==> src/rtl/mcramp_pkg.sv <==
// ----------------------------------------------------------------------------
// Multi-channel ramp package
// Shared widths, request and result types, opcodes and sequencer states.
// ----------------------------------------------------------------------------
package mcramp_pkg;

    localparam int ACC_W         = 32;  // accumulator and step width
    localparam int TGT_W         = 16;  // integer target width
    localparam int CNT_W         = 15;  // frame counter width
    localparam int OP_W          = 3;
    localparam int NUM_TARGETS   = 6;   // target and value fields carried on the ports
    localparam int MAX_CHANNELS  = 8;
    localparam int DEF_CHANNELS  = 6;
    localparam int DEF_FRAC_BITS = 16;

    typedef enum logic [OP_W-1:0] {
        OP_TICK      = 3'd0,
        OP_START     = 3'd1,
        OP_START_SET = 3'd2,
        OP_SET       = 3'd3,
        OP_STOP      = 3'd4,
        OP_FADE      = 3'd5
    } op_t;

    typedef enum logic [2:0] {
        ST_IDLE,
        ST_DIV_LOAD,
        ST_DIV_WAIT,
        ST_TICK,
        ST_REPORT
    } state_t;

    typedef struct packed {
        logic [OP_W-1:0]         opcode;
        logic signed [TGT_W-1:0] target_a;
        logic signed [TGT_W-1:0] target_b;
        logic signed [TGT_W-1:0] target_c;
        logic signed [TGT_W-1:0] target_d;
        logic signed [TGT_W-1:0] target_e;
        logic signed [TGT_W-1:0] target_f;
        logic [CNT_W-1:0]        frame_count;
    } ramp_req_t;

    typedef struct packed {
        logic signed [ACC_W-1:0] value_a;
        logic signed [ACC_W-1:0] value_b;
        logic signed [ACC_W-1:0] value_c;
        logic signed [ACC_W-1:0] value_d;
        logic signed [ACC_W-1:0] value_e;
        logic signed [ACC_W-1:0] value_f;
        logic                    active;
        logic [CNT_W-1:0]        ticks_left;
    } ramp_rsp_t;

    // Handshake between the sequencer and the divider.
    typedef struct packed {
        logic start;
    } div_ctl_t;

    typedef struct packed {
        logic             done;
        logic [ACC_W-1:0] quotient;
    } div_sts_t;

endpackage

==> src/rtl/mcramp_div.sv <==
// ----------------------------------------------------------------------------
// Serial signed divider
// Divides a signed 32-bit value by a positive 15-bit count, one quotient bit
// per cycle, truncating toward zero; the result wraps to 32 bits.
// ----------------------------------------------------------------------------
module mcramp_div
    import mcramp_pkg::*;
(
    input  logic                    aclk,
    input  logic                    aresetn,
    input  div_ctl_t                ctl,
    input  logic signed [ACC_W-1:0] dividend,
    input  logic [CNT_W-1:0]        divisor,
    output div_sts_t                sts
);

    localparam int STEP_W = $clog2(ACC_W);

    logic                busy_reg,  busy_next;
    logic                done_reg,  done_next;
    logic                neg_reg,   neg_next;
    logic [STEP_W-1:0]   step_reg,  step_next;
    logic [ACC_W-1:0]    quot_reg,  quot_next;
    logic [CNT_W-1:0]    rem_reg,   rem_next;
    logic [CNT_W:0]      trial;
    logic [CNT_W:0]      trial_diff;

    always_ff @(posedge aclk) begin
        if (!aresetn) begin
            busy_reg <= 1'b0;
            done_reg <= 1'b0;
            step_reg <= '0;
        end else begin
            busy_reg <= busy_next;
            done_reg <= done_next;
            step_reg <= step_next;
        end
        neg_reg  <= neg_next;
        quot_reg <= quot_next;
        rem_reg  <= rem_next;
    end

    always_comb begin
        busy_next  = busy_reg;
        done_next  = 1'b0;
        neg_next   = neg_reg;
        step_next  = step_reg;
        quot_next  = quot_reg;
        rem_next   = rem_reg;
        trial      = {rem_reg, quot_reg[ACC_W-1]};
        trial_diff = trial - {1'b0, divisor};
        if (ctl.start) begin
            // Work on the magnitude; the sign is put back at the end.
            neg_next  = dividend[ACC_W-1];
            quot_next = dividend[ACC_W-1] ? (~dividend + ACC_W'(1)) : dividend;
            rem_next  = '0;
            step_next = '0;
            busy_next = 1'b1;
        end else if (busy_reg) begin
            if (trial >= {1'b0, divisor}) begin
                rem_next  = trial_diff[CNT_W-1:0];
                quot_next = {quot_reg[ACC_W-2:0], 1'b1};
            end else begin
                rem_next  = trial[CNT_W-1:0];
                quot_next = {quot_reg[ACC_W-2:0], 1'b0};
            end
            step_next = step_reg + STEP_W'(1);
            if (step_reg == STEP_W'(ACC_W - 1)) begin
                busy_next = 1'b0;
                done_next = 1'b1;
            end
        end
    end

    assign sts.done     = done_reg;
    assign sts.quotient = neg_reg ? (~quot_reg + ACC_W'(1)) : quot_reg;

endmodule

==> src/rtl/multi_channel_linear_ramp.sv <==
// ----------------------------------------------------------------------------
// Multi-channel linear ramp generator
// Fixed-point accumulators that step linearly toward per-channel targets.
// ----------------------------------------------------------------------------
// Start, stop, fade and idle ticks go straight to the report state; a running
// tick walks the channels, one channel add per cycle; a set walks them through
// the divider, one quotient bit per cycle. One request is in work at a time;
// the next is taken the cycle after the result is loaded, even while that
// result waits. Synchronous active-low reset clears the accumulators, steps,
// frame counter and flags.
// ----------------------------------------------------------------------------
module multi_channel_linear_ramp
    import mcramp_pkg::*;
#(
    parameter int CHANNELS  = DEF_CHANNELS,
    parameter int FRAC_BITS = DEF_FRAC_BITS
)(
    input  logic      aclk,
    input  logic      aresetn,
    input  logic      s_valid,
    output logic      s_ready,
    input  ramp_req_t s_data,
    output logic      m_valid,
    input  logic      m_ready,
    output ramp_rsp_t m_data
);

    // The channel counter needs at least one bit even for a single channel.
    localparam int CH_W = (CHANNELS > 1) ? $clog2(CHANNELS) : 1;

    // Sequencer and control state.
    state_t           state_reg,   state_next;
    logic [OP_W-1:0]  op_reg,      op_next;
    logic [CH_W-1:0]  ch_reg,      ch_next;
    logic [CNT_W-1:0] remain_reg,  remain_next;
    logic             running_reg, running_next;
    logic             fade_reg,    fade_next;
    logic             m_valid_reg, m_valid_next;

    // Request targets, held while the set sequence walks the channels.
    // Channels beyond the six target fields see a target of zero.
    logic [TGT_W-1:0] tgt_reg [MAX_CHANNELS];
    logic             tgt_load;

    // Per-channel accumulators and steps.
    logic [ACC_W-1:0] accum_reg [CHANNELS];
    logic [ACC_W-1:0] step_reg  [CHANNELS];
    logic             acc_we;
    logic             acc_clr;
    logic             step_we;

    ramp_rsp_t        m_data_reg;
    logic             rsp_load;

    // Shared datapath for the selected channel.
    logic [ACC_W-1:0] ch_accum;
    logic [ACC_W-1:0] ch_step;
    logic [TGT_W-1:0] ch_tgt;
    logic [ACC_W-1:0] tgt_fixed;
    logic [ACC_W-1:0] diff;
    logic             last_ch;

    div_ctl_t         div_ctl;
    div_sts_t         div_sts;

    logic [ACC_W-1:0] vals [MAX_CHANNELS];

    mcramp_div u_div (
        .aclk     (aclk),
        .aresetn  (aresetn),
        .ctl      (div_ctl),
        .dividend (diff),
        .divisor  (remain_reg),
        .sts      (div_sts)
    );

    assign ch_accum  = accum_reg[ch_reg];
    assign ch_step   = step_reg[ch_reg];
    assign ch_tgt    = tgt_reg[ch_reg];
    assign tgt_fixed = {{(ACC_W - TGT_W){ch_tgt[TGT_W-1]}}, ch_tgt} << FRAC_BITS;
    assign diff      = tgt_fixed - ch_accum;
    assign last_ch   = (ch_reg == CH_W'(CHANNELS - 1));

    // Control registers.
    always_ff @(posedge aclk) begin
        if (!aresetn) begin
            state_reg   <= ST_IDLE;
            ch_reg      <= '0;
            remain_reg  <= '0;
            running_reg <= 1'b0;
            fade_reg    <= 1'b0;
            m_valid_reg <= 1'b0;
        end else begin
            state_reg   <= state_next;
            ch_reg      <= ch_next;
            remain_reg  <= remain_next;
            running_reg <= running_next;
            fade_reg    <= fade_next;
            m_valid_reg <= m_valid_next;
        end
        op_reg <= op_next;
    end

    // Channel stores. Only one entry is written per cycle, except for the
    // fade clear, which zeroes every accumulator at once.
    always_ff @(posedge aclk) begin
        if (!aresetn) begin
            for (int i = 0; i < CHANNELS; i++) begin
                accum_reg[i] <= '0;
                step_reg[i]  <= '0;
            end
        end else begin
            if (acc_clr) begin
                for (int i = 0; i < CHANNELS; i++) begin
                    accum_reg[i] <= '0;
                end
            end else if (acc_we) begin
                accum_reg[ch_reg] <= ch_accum + ch_step;
            end
            if (step_we) begin
                step_reg[ch_reg] <= div_sts.quotient;
            end
        end
    end

    // Target capture and result register hold payload only.
    always_ff @(posedge aclk) begin
        if (tgt_load) begin
            tgt_reg[0] <= s_data.target_a;
            tgt_reg[1] <= s_data.target_b;
            tgt_reg[2] <= s_data.target_c;
            tgt_reg[3] <= s_data.target_d;
            tgt_reg[4] <= s_data.target_e;
            tgt_reg[5] <= s_data.target_f;
            for (int i = NUM_TARGETS; i < MAX_CHANNELS; i++) begin
                tgt_reg[i] <= '0;
            end
        end
        if (rsp_load) begin
            m_data_reg.value_a    <= vals[0];
            m_data_reg.value_b    <= vals[1];
            m_data_reg.value_c    <= vals[2];
            m_data_reg.value_d    <= vals[3];
            m_data_reg.value_e    <= vals[4];
            m_data_reg.value_f    <= vals[5];
            m_data_reg.active     <= running_reg;
            m_data_reg.ticks_left <= remain_reg;
        end
    end

    // Value fields with no channel behind them report zero.
    always_comb begin
        for (int i = 0; i < MAX_CHANNELS; i++) begin
            vals[i] = '0;
        end
        for (int i = 0; i < CHANNELS; i++) begin
            vals[i] = accum_reg[i];
        end
    end

    // Sequencer: decodes the request, walks the channels through the divider
    // (set) or the accumulator adder (running tick) where needed, then reports.
    always_comb begin
        state_next    = state_reg;
        op_next       = op_reg;
        ch_next       = ch_reg;
        remain_next   = remain_reg;
        running_next  = running_reg;
        fade_next     = fade_reg;
        m_valid_next  = m_valid_reg && !m_ready;
        tgt_load      = 1'b0;
        acc_we        = 1'b0;
        acc_clr       = 1'b0;
        step_we       = 1'b0;
        rsp_load      = 1'b0;
        div_ctl.start = 1'b0;
        s_ready       = 1'b0;

        unique case (state_reg)
            ST_IDLE: begin
                s_ready = 1'b1;
                if (s_valid) begin
                    op_next    = s_data.opcode;
                    tgt_load   = 1'b1;
                    ch_next    = '0;
                    state_next = ST_REPORT;
                    unique case (s_data.opcode)
                        OP_TICK: begin
                            if (running_reg) begin
                                if (remain_reg != '0) begin
                                    state_next = ST_TICK;
                                end else if (fade_reg) begin
                                    // Fade has run out: blank every channel.
                                    acc_clr      = 1'b1;
                                    running_next = 1'b0;
                                end
                            end
                        end
                        OP_START: begin
                            running_next = 1'b1;
                            fade_next    = 1'b0;
                        end
                        OP_START_SET, OP_SET: begin
                            // A frame count of zero behaves as one.
                            remain_next = (s_data.frame_count == '0) ?
                                          CNT_W'(1) : s_data.frame_count;
                            state_next  = ST_DIV_LOAD;
                        end
                        OP_STOP: begin
                            running_next = 1'b0;
                        end
                        OP_FADE: begin
                            fade_next = 1'b1;
                        end
                        default: begin
                            // Unused opcodes only report the state.
                        end
                    endcase
                end
            end
            ST_DIV_LOAD: begin
                div_ctl.start = 1'b1;
                state_next    = ST_DIV_WAIT;
            end
            ST_DIV_WAIT: begin
                if (div_sts.done) begin
                    step_we = 1'b1;
                    if (last_ch) begin
                        if (op_reg == OP_START_SET) begin
                            running_next = 1'b1;
                            fade_next    = 1'b0;
                        end
                        state_next = ST_REPORT;
                    end else begin
                        ch_next    = ch_reg + CH_W'(1);
                        state_next = ST_DIV_LOAD;
                    end
                end
            end
            ST_TICK: begin
                acc_we = 1'b1;
                if (last_ch) begin
                    remain_next = remain_reg - CNT_W'(1);
                    state_next  = ST_REPORT;
                end else begin
                    ch_next = ch_reg + CH_W'(1);
                end
            end
            ST_REPORT: begin
                // Wait for the result register to drain, then snapshot.
                if (!m_valid_reg || m_ready) begin
                    rsp_load     = 1'b1;
                    m_valid_next = 1'b1;
                    state_next   = ST_IDLE;
                end
            end
            default: begin
                state_next = ST_IDLE;
            end
        endcase
    end

    assign m_valid = m_valid_reg;
    assign m_data  = m_data_reg;

endmodule

==> config.mk <==
export PLATFORM = sky130hd
export DESIGN_NAME = multi_channel_linear_ramp
export DESIGN_NICKNAME = d
export VERILOG_FILES = /design/src/rtl/mcramp_pkg.sv /design/src/rtl/mcramp_div.sv /design/src/rtl/multi_channel_linear_ramp.sv
export SDC_FILE = /design/constraint.sdc
export NUM_CORES = 1
export LEC_CHECK = 0
export CORE_ASPECT_RATIO = 0.6
export CORE_UTILIZATION = 50
export CTS_BUF_LIST = sky130_fd_sc_hd__clkbuf_2
export DETAILED_ROUTE_END_ITERATION = 10
export DONT_BUFFER_PORTS = 1
export PLACE_DENSITY = 0.64
export SETUP_SLACK_MARGIN = 0.1
export SLEW_MARGIN = 15
export SYNTH_ARGS = -nofsm -noshare
export SYNTH_HDL_FRONTEND = slang
export SYNTH_HIERARCHICAL = 1
export SYNTH_SLANG_ARGS = --single-unit
==> constraint.sdc <==
create_clock -name aclk -period 16.9 [get_ports aclk]
set_clock_uncertainty 0.2 [all_clocks]
set_input_delay 3.38 -clock aclk [delete_from_list [all_inputs] [get_ports aclk]]
set_output_delay 3.38 -clock aclk [all_outputs]
set_load 0.1 [all_outputs]
==> impl_summary.txt, run 1 <==
----------------------------------------------------
[Synth]
  Cell area after synthesis ... 40500 sq um
  Per-instance average area after synthesis ... 14.3 sq um
  Number of unique standard cell types used by synthesis ... 78
  Post-synth EDFFs ... 852
  Synth Instances ... 2829
  Share of synthesized flip-flops with an asynchronous set or reset ... 0
  Share of synthesized area occupied by flip-flops and latches ... 0.656
  Flip-flop cell with the highest count after synthesis ... edfxtp_1
  Synthesis-stage register bit count ... 901
  Nets in the synthesized netlist ... 3018
  Synthesis Warnings ... 6

[Cells and area]
  Most frequent standard cell in the layout excluding fill and tap cells ... edfxtp_1
  Share of final-layout standard cells stronger than drive strength 1 ... 0.192
  Post-route standard cell area excluding fillers ... 43500 sq um
  Area used by multi-input combinational logic ... 13100 sq um
  Post-layout net count ... 3121
  Register area ... 26600 sq um
  Area added between synthesis and finish ... 7.45%
  Layout fillers ... 6467
  Most used cells in the layout excluding fill and tap cells ... 852 x edfxtp_1, 345 x nor2_1, 286 x clkbuf_2

[Placed design]
  Post-placement cell area ... 41700 sq um
  I/O Buffers ... 0
  GPL Wtd Cong ... 0.895
  HPWL reported at the end of detailed placement ... 69100 um

[GRT]
  Number of global-route vias before repair ... 24348
  Total grt overflow ... 0
  Antenna violations before repair ... 6
  Maximum number of pins on one net before global-route repair ... 85
  Overall track demand over capacity in global routing ... 0.254
  Global-route wire length before repair ... 154000 um

[STA]
  Setup-failing EPs final ... 0
  Final worst-path cycle share ... 0.433
  Setup repair after global routing missed its margin ... false
  Count of pins over their slew limit ... 0
  Hold Worst Slack ... 246 ps
  Highest Clock Rate ... 137 MHz
  Total negative slack ... 0 ps
  Number of hold violations in the final report ... 0
  Worst slew pin tran ... 1250 ps
  Clock period minus worst slack ... 7320 ps
  Worst max-slew margin expressed relative to the limit ... 0.167

[Worst setup path]
  Sort of element at the end of the critical path ... flop
  Cell depth of the worst flop-to-flop path ... 16
  Reg-to-Reg End ... u_div/quot_reg[29]$_DFFE_PP_
  Critical path startpoint category ... flop
  Endpoint required time on the critical path ... 17890 ps
  Setup CP Type ... flop to flop
  Slack of the worst reg-to-reg path ... 9580 ps
  Arrival time reported for the critical path endpoint ... 8310 ps
  Highest fanout seen on the critical path ... 43

[Run status]
  Violations in the final reports ... DRC
  Run status ... finished, violations left

[Routing]
  Count of antenna-violating nets left after detailed routing ... 0
  First-pass detailed-route iteration total ... 9
  First-iteration detailed-routing DRC count ... 2814
  Number of design rule violations left after detail routing ... 13
  Total detailed-routing wirelength ... 104000 um
  Via density ... 5.99
  Routed wire length per instance ... 25.2 um
  Count of vias placed by the detailed router ... 24814

[Min path]
  Hold Path Class ... flop to flop
  Startpoint of the most critical hold path ... accum_reg[1][26]$_SDFFCE_PN0P_
  End of the worst hold path ... m_data[170]$_DFFE_PP_
  WHS Path Cells ... 0

[Die]
  Row cnt ... 80
  Die Width ... 369 um
  Total die area ... 82200 sq um
  Die outline height ... 222 um
  Core Footprint ... 79800 sq um
  Effective utilization at floorplan ... 0.508
  Boundary pin count ... 328

[Clock network]
  Clock buffers created by TritonCTS ... 196
  CTS clock-pin slew for the worst setup and hold paths ... 110 ps
  Maximum clock path buffer count ... 3
  Clock tree from TritonCTS ... yes
  Clock net sink count ... 901
  Root cell of the clock tree ... clkbuf_2
  Clock latency of the later-clocked register in the worst-skew pair ... 1490 ps
  H-Tree Depth ... 4
  Number of resized instances in the post-cts repair step ... 0
  Count of buffers added by post-CTS timing repair for setup ... 0
  Count of hold-fix buffers inserted at cts ... 0

[Power]
  Total power density per cell area ... 124 nW/um^2
  Maximum resistive drop on vdd ... 90.0 uV
  P_leak ... 0.0157 uW

[Job]
  Max_cap viols ... 0

----------------------------------------------------
cell type report:
cell class / count / share of cell area
sequential: 901 / 0.611
multi-input combinational: 1680 / 0.301
clock buffer: 286 / 0.0329
tap: 1066 / 0.0307
inverter: 115 / 0.00998
clock inverter: 53 / 0.00756
timing repair buffer: 38 / 0.00731
antenna: 3 / 0.000173
critical path, stage by stage, from the launching register on:
cell and delay (ps):
dfxtp_4 750, buf_4 660, buf_4 680, mux4_1 660
mux2i_1 440, nand2_1 190, or2_1 310, or4_1 750
o21ai_1 290, a21o_1 160, a21oi_1 70, xnor2_1 150
or4_1 550, or3_1 480, o41ai_1 360, xor2_1 180
a21oi_1 80
per-stage QoR:
stage / std cells / worst slack [ps] / util / power (uW)
2_1_floorplan: 2829 / 7750 / - / 3770
3_3_place_gp: 3799 / 9530 / 0.523 / 4050
3_5_place_dp: 3800 / 9480 / 0.523 / 4080
4_1_cts: 4139 / 9710 / 0.545 / 5430
5_1_grt: 4142 / 9190 / 0.545 / 5660
6_report: 4142 / 9580 / 0.545 / 5400
cell usage after synthesis (all sizes together), types with 7 or more instances:
library cell	number	area share
o21ai	79	0.0098
edfxtp	852	0.63
nor4	18	0.0028
o31ai	21	0.0045
inv	115	0.011
or3	18	0.0032
o41ai	12	0.0030
nor2b	15	0.0023
mux2	45	0.013
a31oi	10	0.0015
dfxtp	49	0.024
xnor2	73	0.016
o21bai	12	0.0023
a21o	32	0.0059
and2	194	0.030
a21oi	111	0.014
ha	69	0.021
buf	31	0.0043
nor2	347	0.032
or2	17	0.0027
mux2i	47	0.012
nand4	11	0.0017
clkbuf	102	0.0095
nand2b	29	0.0045
nor3	56	0.0070
a22oi	7	0.0013
nand2	107	0.0099
o22ai	23	0.0036
mux4	144	0.080
or4	10	0.0020
o21a	7	0.0013
xor2	57	0.012
nand3	28	0.0035
a211oi	22	0.0042
kinds of logic (layout without fill, tap and decap cells):
group,after synthesis,count (layout),synth area share
flops,901,901,0.656
compound gates,378,378,0.0600
simple gates,865,865,0.104
buf+inv,248,492,0.0244
other cells,0,3,0
mux,236,236,0.105
xor+xnor,130,130,0.0281
fa+ha+maj,71,71,0.0223
layer usage:
| metal | wire length [um] | track usage | vias to the layer above | part of all wire |
|---|---|---|---|---|
| li1 | - | - | 10922 | - |
| met1 | 46800 | 0.381 | 12451 | 0.45 |
| met2 | 46100 | 0.367 | 1294 | 0.44 |
| met3 | 9840 | 0.0641 | 143 | 0.094 |
| met4 | 1610 | 0.0709 | 4 | 0.015 |
| met5 | 27 | 0 | - | 0.00026 |
worst max path at each step:
stage,end,cells after the start
2_1_floorplan,m_data[0]$_DFFE_PP_,2
3_3_place_gp,accum_reg[0][7]$_SDFFCE_PN0P_,6
3_5_place_dp,accum_reg[0][7]$_SDFFCE_PN0P_,6
4_1_cts,u_div/quot_reg[29]$_DFFE_PP_,16
5_1_grt,u_div/quot_reg[26]$_DFFE_PP_,16
6_report,u_div/quot_reg[29]$_DFFE_PP_,16
power by group:
part           switching [uW]  total (uW)  internal [uW]
logic                     717        1120            403
clock network             857        1360            502
registers                 333        2930           2590
Power figures use the tool's default switching activity.
==> inputs of run 2 (changes only) <==
--- a/config.mk
+++ b/config.mk
@@ -5,6 +5,7 @@
 export SDC_FILE = /design/constraint.sdc
 export NUM_CORES = 1
 export LEC_CHECK = 0
+export ABC_AREA = 1
 export CORE_ASPECT_RATIO = 0.6
 export CORE_UTILIZATION = 50
 export CTS_BUF_LIST = sky130_fd_sc_hd__clkbuf_2
==> constraint.sdc (replaced) <==
create_clock -name aclk -period 7 [get_ports aclk]
set_clock_uncertainty 0.2 [all_clocks]
set_input_delay 1.4 -clock aclk [delete_from_list [all_inputs] [get_ports aclk]]
set_output_delay 1.4 -clock aclk [all_outputs]
set_load 0.1 [all_outputs]
==> run 2 against run 1 <==
  * The run now ends clean
  * Flip-flop and latch count unchanged
  * Combinational power increased to 4.6 times the previous value
  * Sequential power increased by 150%
  * Largest power group unchanged
==> impl_summary.txt, run 2 <==
----------------------------------------------------
[Clock network]
  Clock latency of the later-clocked register in the worst-skew pair ... 1560 ps (+70 ps)
  Clock buffers created by TritonCTS ... 201 (+2.6%)
  Root cell of the clock tree ... clkbuf_2
  H-Tree Depth ... 4 (unchanged)
  Clock tree from TritonCTS ... yes
  CTS clock-pin slew for the worst setup and hold paths ... 130 ps (+20 ps)
  Clock net sink count ... 901 (unchanged)
  Maximum clock path buffer count ... 3 (unchanged)
  Count of buffers added by post-CTS timing repair for setup ... 0 (unchanged)

[Job]
  Max_cap viols ... 0 (unchanged)

[Synth]
  Synth Instances ... 4336 (+53%)
  Library cell with the highest instance count after synthesis ... nor2_1
  Number of unique standard cell types used by synthesis ... 54 (-31%)
  Cell area after synthesis ... 42600 sq um (+5.2%)
  Area contributors post-synth ... edfxtp_1 60%, nor2_1 7.6%, nand2_1 6.9%
  Top cell types by occurrence after synthesis ... 858 x nor2_1, 852 x edfxtp_1, 779 x nand2_1, 428 x inv_1, 363 x o21ai_0
  Share of synthesized area occupied by flip-flops and latches ... 0.624 (-0.0324)
  Share of synthesized flip-flops with an asynchronous set or reset ... 0 (unchanged)
  Nets in the synthesized netlist ... 4525 (+50%)
  Synthesis-stage register bit count ... 901 (unchanged)
  Synthesis Warnings ... 6 (unchanged)
  Yosys top cell area share ... 0.601 (-0.0312)
  Per-instance average area after synthesis ... 9.82 sq um (-31%)
  Flip-flop cell with the highest count after synthesis ... edfxtp_1
  Post-synth EDFFs ... 852 (unchanged)
  Cell type with the largest total area after synthesis ... edfxtp_1

[Cells and area]
  Post-layout net count ... 4716 (+51%)
  Register area ... 26600 sq um (about the same)
  Area added between synthesis and finish ... 9.81%
  Area used by multi-input combinational logic ... 13600 sq um (+3.7%)
  Most used cells in the layout excluding fill and tap cells ... 856 x nor2_1, 852 x edfxtp_1, 770 x nand2_1
  Most frequent standard cell in the layout excluding fill and tap cells ... nor2_1
  Layout fillers ... 7519 (+16%)
  Share of final-layout standard cells stronger than drive strength 1 ... 0.0989 (-0.0928)

[Min path]
  WHS Path Cells ... 2 (+2)
  Hold Path Class ... input port to flop

[Placed design]
  I/O Buffers ... 0 (unchanged)
  GPL Wtd Cong ... 0.982 (+9.7%)
  HPWL reported at the end of detailed placement ... 86400 um (+25%)

[STA]
  Clock period minus worst slack ... 5780 ps (-1550 ps)
  Final worst-path cycle share ... 0.825 (+0.392)
  Total negative slack ... 0 ps (unchanged)
  Setup-failing EPs final ... 0 (unchanged)
  Hold Worst Slack ... 215 ps (-31.2 ps)
  Worst slew pin tran ... 1190 ps (-55.9 ps)
  Setup repair after global routing missed its margin ... false
  Count of pins over their slew limit ... 0 (unchanged)
  Worst max-slew margin expressed relative to the limit ... 0.205 (+0.0372)
  Number of hold violations in the final report ... 0 (unchanged)
  Highest Clock Rate ... 173 MHz (+27%)

[Worst setup path]
  Ordered cell list for the critical path ... buf_4 > o21ai_0 > o221ai_1 > o21ai_0 > ha_1 > a21oi_1 > o21bai_1 > a21boi_0 > o21ai_0 > a21oi_1 > nand3_1 > nand2_1 > buf_4 > inv_1 > or2_2 > nand2_1 > nand2_1 > nand3_1 > o21ai_0
  Highest fanout seen on the critical path ... 69 (+60%)
  Cell depth of the worst flop-to-flop path ... 19 (+3)
  Slowest Stage Delay on Critical Path ... 660 ps (-90 ps)
  Sort of element at the end of the critical path ... flop
  Arrival time reported for the critical path endpoint ... 6850 ps (-1460 ps)
  Slowest cell on the critical path ... dfxtp_4
  Endpoint required time on the critical path ... 8070 ps (-9820 ps)
  Setup CP Type ... flop to flop
  Slack of the worst reg-to-reg path ... 1220 ps (-8350 ps)
  Cell mode on critical path ... o21ai_0
  Critical path startpoint category ... flop

[Routing]
  Number of design rule violations left after detail routing ... 0 (-13)
  Routed wire length per instance ... 22.3 um (-11%)
  Count of antenna-violating nets left after detailed routing ... 0 (unchanged)
  First-iteration detailed-routing DRC count ... 4622 (+64%)
  Count of vias placed by the detailed router ... 32969 (+33%)
  Total detailed-routing wirelength ... 130000 um (+24%)
  First-pass detailed-route iteration total ... 6 (-3)
  Via density ... 5.66 (-5.4%)

[GRT]
  Antenna violations before repair ... 2 (-4)
  Number of global-route vias before repair ... 30465 (+25%)
  Overall track demand over capacity in global routing ... 0.299 (+0.0451)
  Total grt overflow ... 0 (unchanged)
  Maximum number of pins on one net before global-route repair ... 153 (+80%)
  Global-route wire length before repair ... 193000 um (+25%)

[Power]
  Maximum resistive drop on vdd ... 178 uV (+98%)
  P_leak ... 0.0190 uW (+21%)
  Total power density per cell area ... 340 nW/um^2 (+170%)

[Die]
  Total die area ... 86400 sq um (+5.2%)
  Row cnt ... 82 (+2.5%)
  Effective utilization at floorplan ... 0.508 (about the same)
  Boundary pin count ... 328 (unchanged)
  Die Width ... 379 um (+2.6%)
  Die outline height ... 228 um (+2.5%)
  Core Footprint ... 83900 sq um (+5.2%)

[Run status]
  Run status ... complete, no violations

----------------------------------------------------
## run 2: area by class of cell
type	count	share of cell area
clock inverters	67	0.00907
multi-input cells	2812	0.290
clock buffers	292	0.0312
diodes	3	0.000161
well taps	1134	0.0303
inverters	436	0.0353
repair buffers	175	0.0357
flip-flops and latches	901	0.568
## run 2: worst paths after layout
| check | end | from |
|---|---|---|
| setup / recovery | u_div/quot_reg[27]$_DFFE_PP_ | flop |
| hold / removal | state_reg[1]$_SDFFE_PN0P_ | aresetn |
| setup reg to reg | u_div/quot_reg[27]$_DFFE_PP_ | flop |
| hold reg to reg | m_data[188]$_DFFE_PP_ | accum_reg[0][12]$_SDFFCE_PN0P_ |
## run 2: report_power, final
part	leakage (uW)	internal, uW	switching (uW)
combinational	0.00870	1410	3780
clock	0.00141	1290	2170
sequential	0.00889	6350	897
## run 2: repair_timing
item / CTS / global route
hold buffers: 118 / 0
resized for setup: 0 / 0
hold endpoints to repair: 150 / 0
## run 2: metal layers
layer,track usage,share of wire,up-vias
li1,-,-,15155
met1,0.467,0.45,15665
met2,0.409,0.41,1936
met3,0.0675,0.12,211
met4,0.0927,0.023,2
met5,0,0.000069,-
## run 2: cell families after synthesis
logic type | Yosys count | synth area share
compound gates | 620 | 0.0801
flops | 901 | 0.624
fa+ha+maj | 71 | 0.0212
simple gates | 2028 | 0.196
xor+xnor | 93 | 0.0191
buf+inv | 623 | 0.0600
## run 2: worst max-delay path, delay by kind of cell, from the launching register on
kind / cells / cell delay (ps)
AO/OA/AOI/OAI: 9 / 2120
buffers and inverters: 3 / 1230
AND/OR/NAND/NOR: 6 / 770
flip-flops: 1 / 660
adder cells (fa/ha/maj): 1 / 440
## run 2: per-stage QoR
step / total power, uW / instances / cell area (sq um) / worst slack (ps) / util
detailed placement: 12300 / 5340 / 43700 / 1410 / 0.521
CTS: 15800 / 5817 / 46800 / 1370 / 0.557
global placement: 12300 / 5340 / 43700 / 1430 / 0.521
finish: 15900 / 5820 / 46800 / 1220 / 0.557
floorplan: 10700 / 4336 / 42600 / 1490 / -
global route: 16700 / 5818 / 46800 / 864 / 0.557
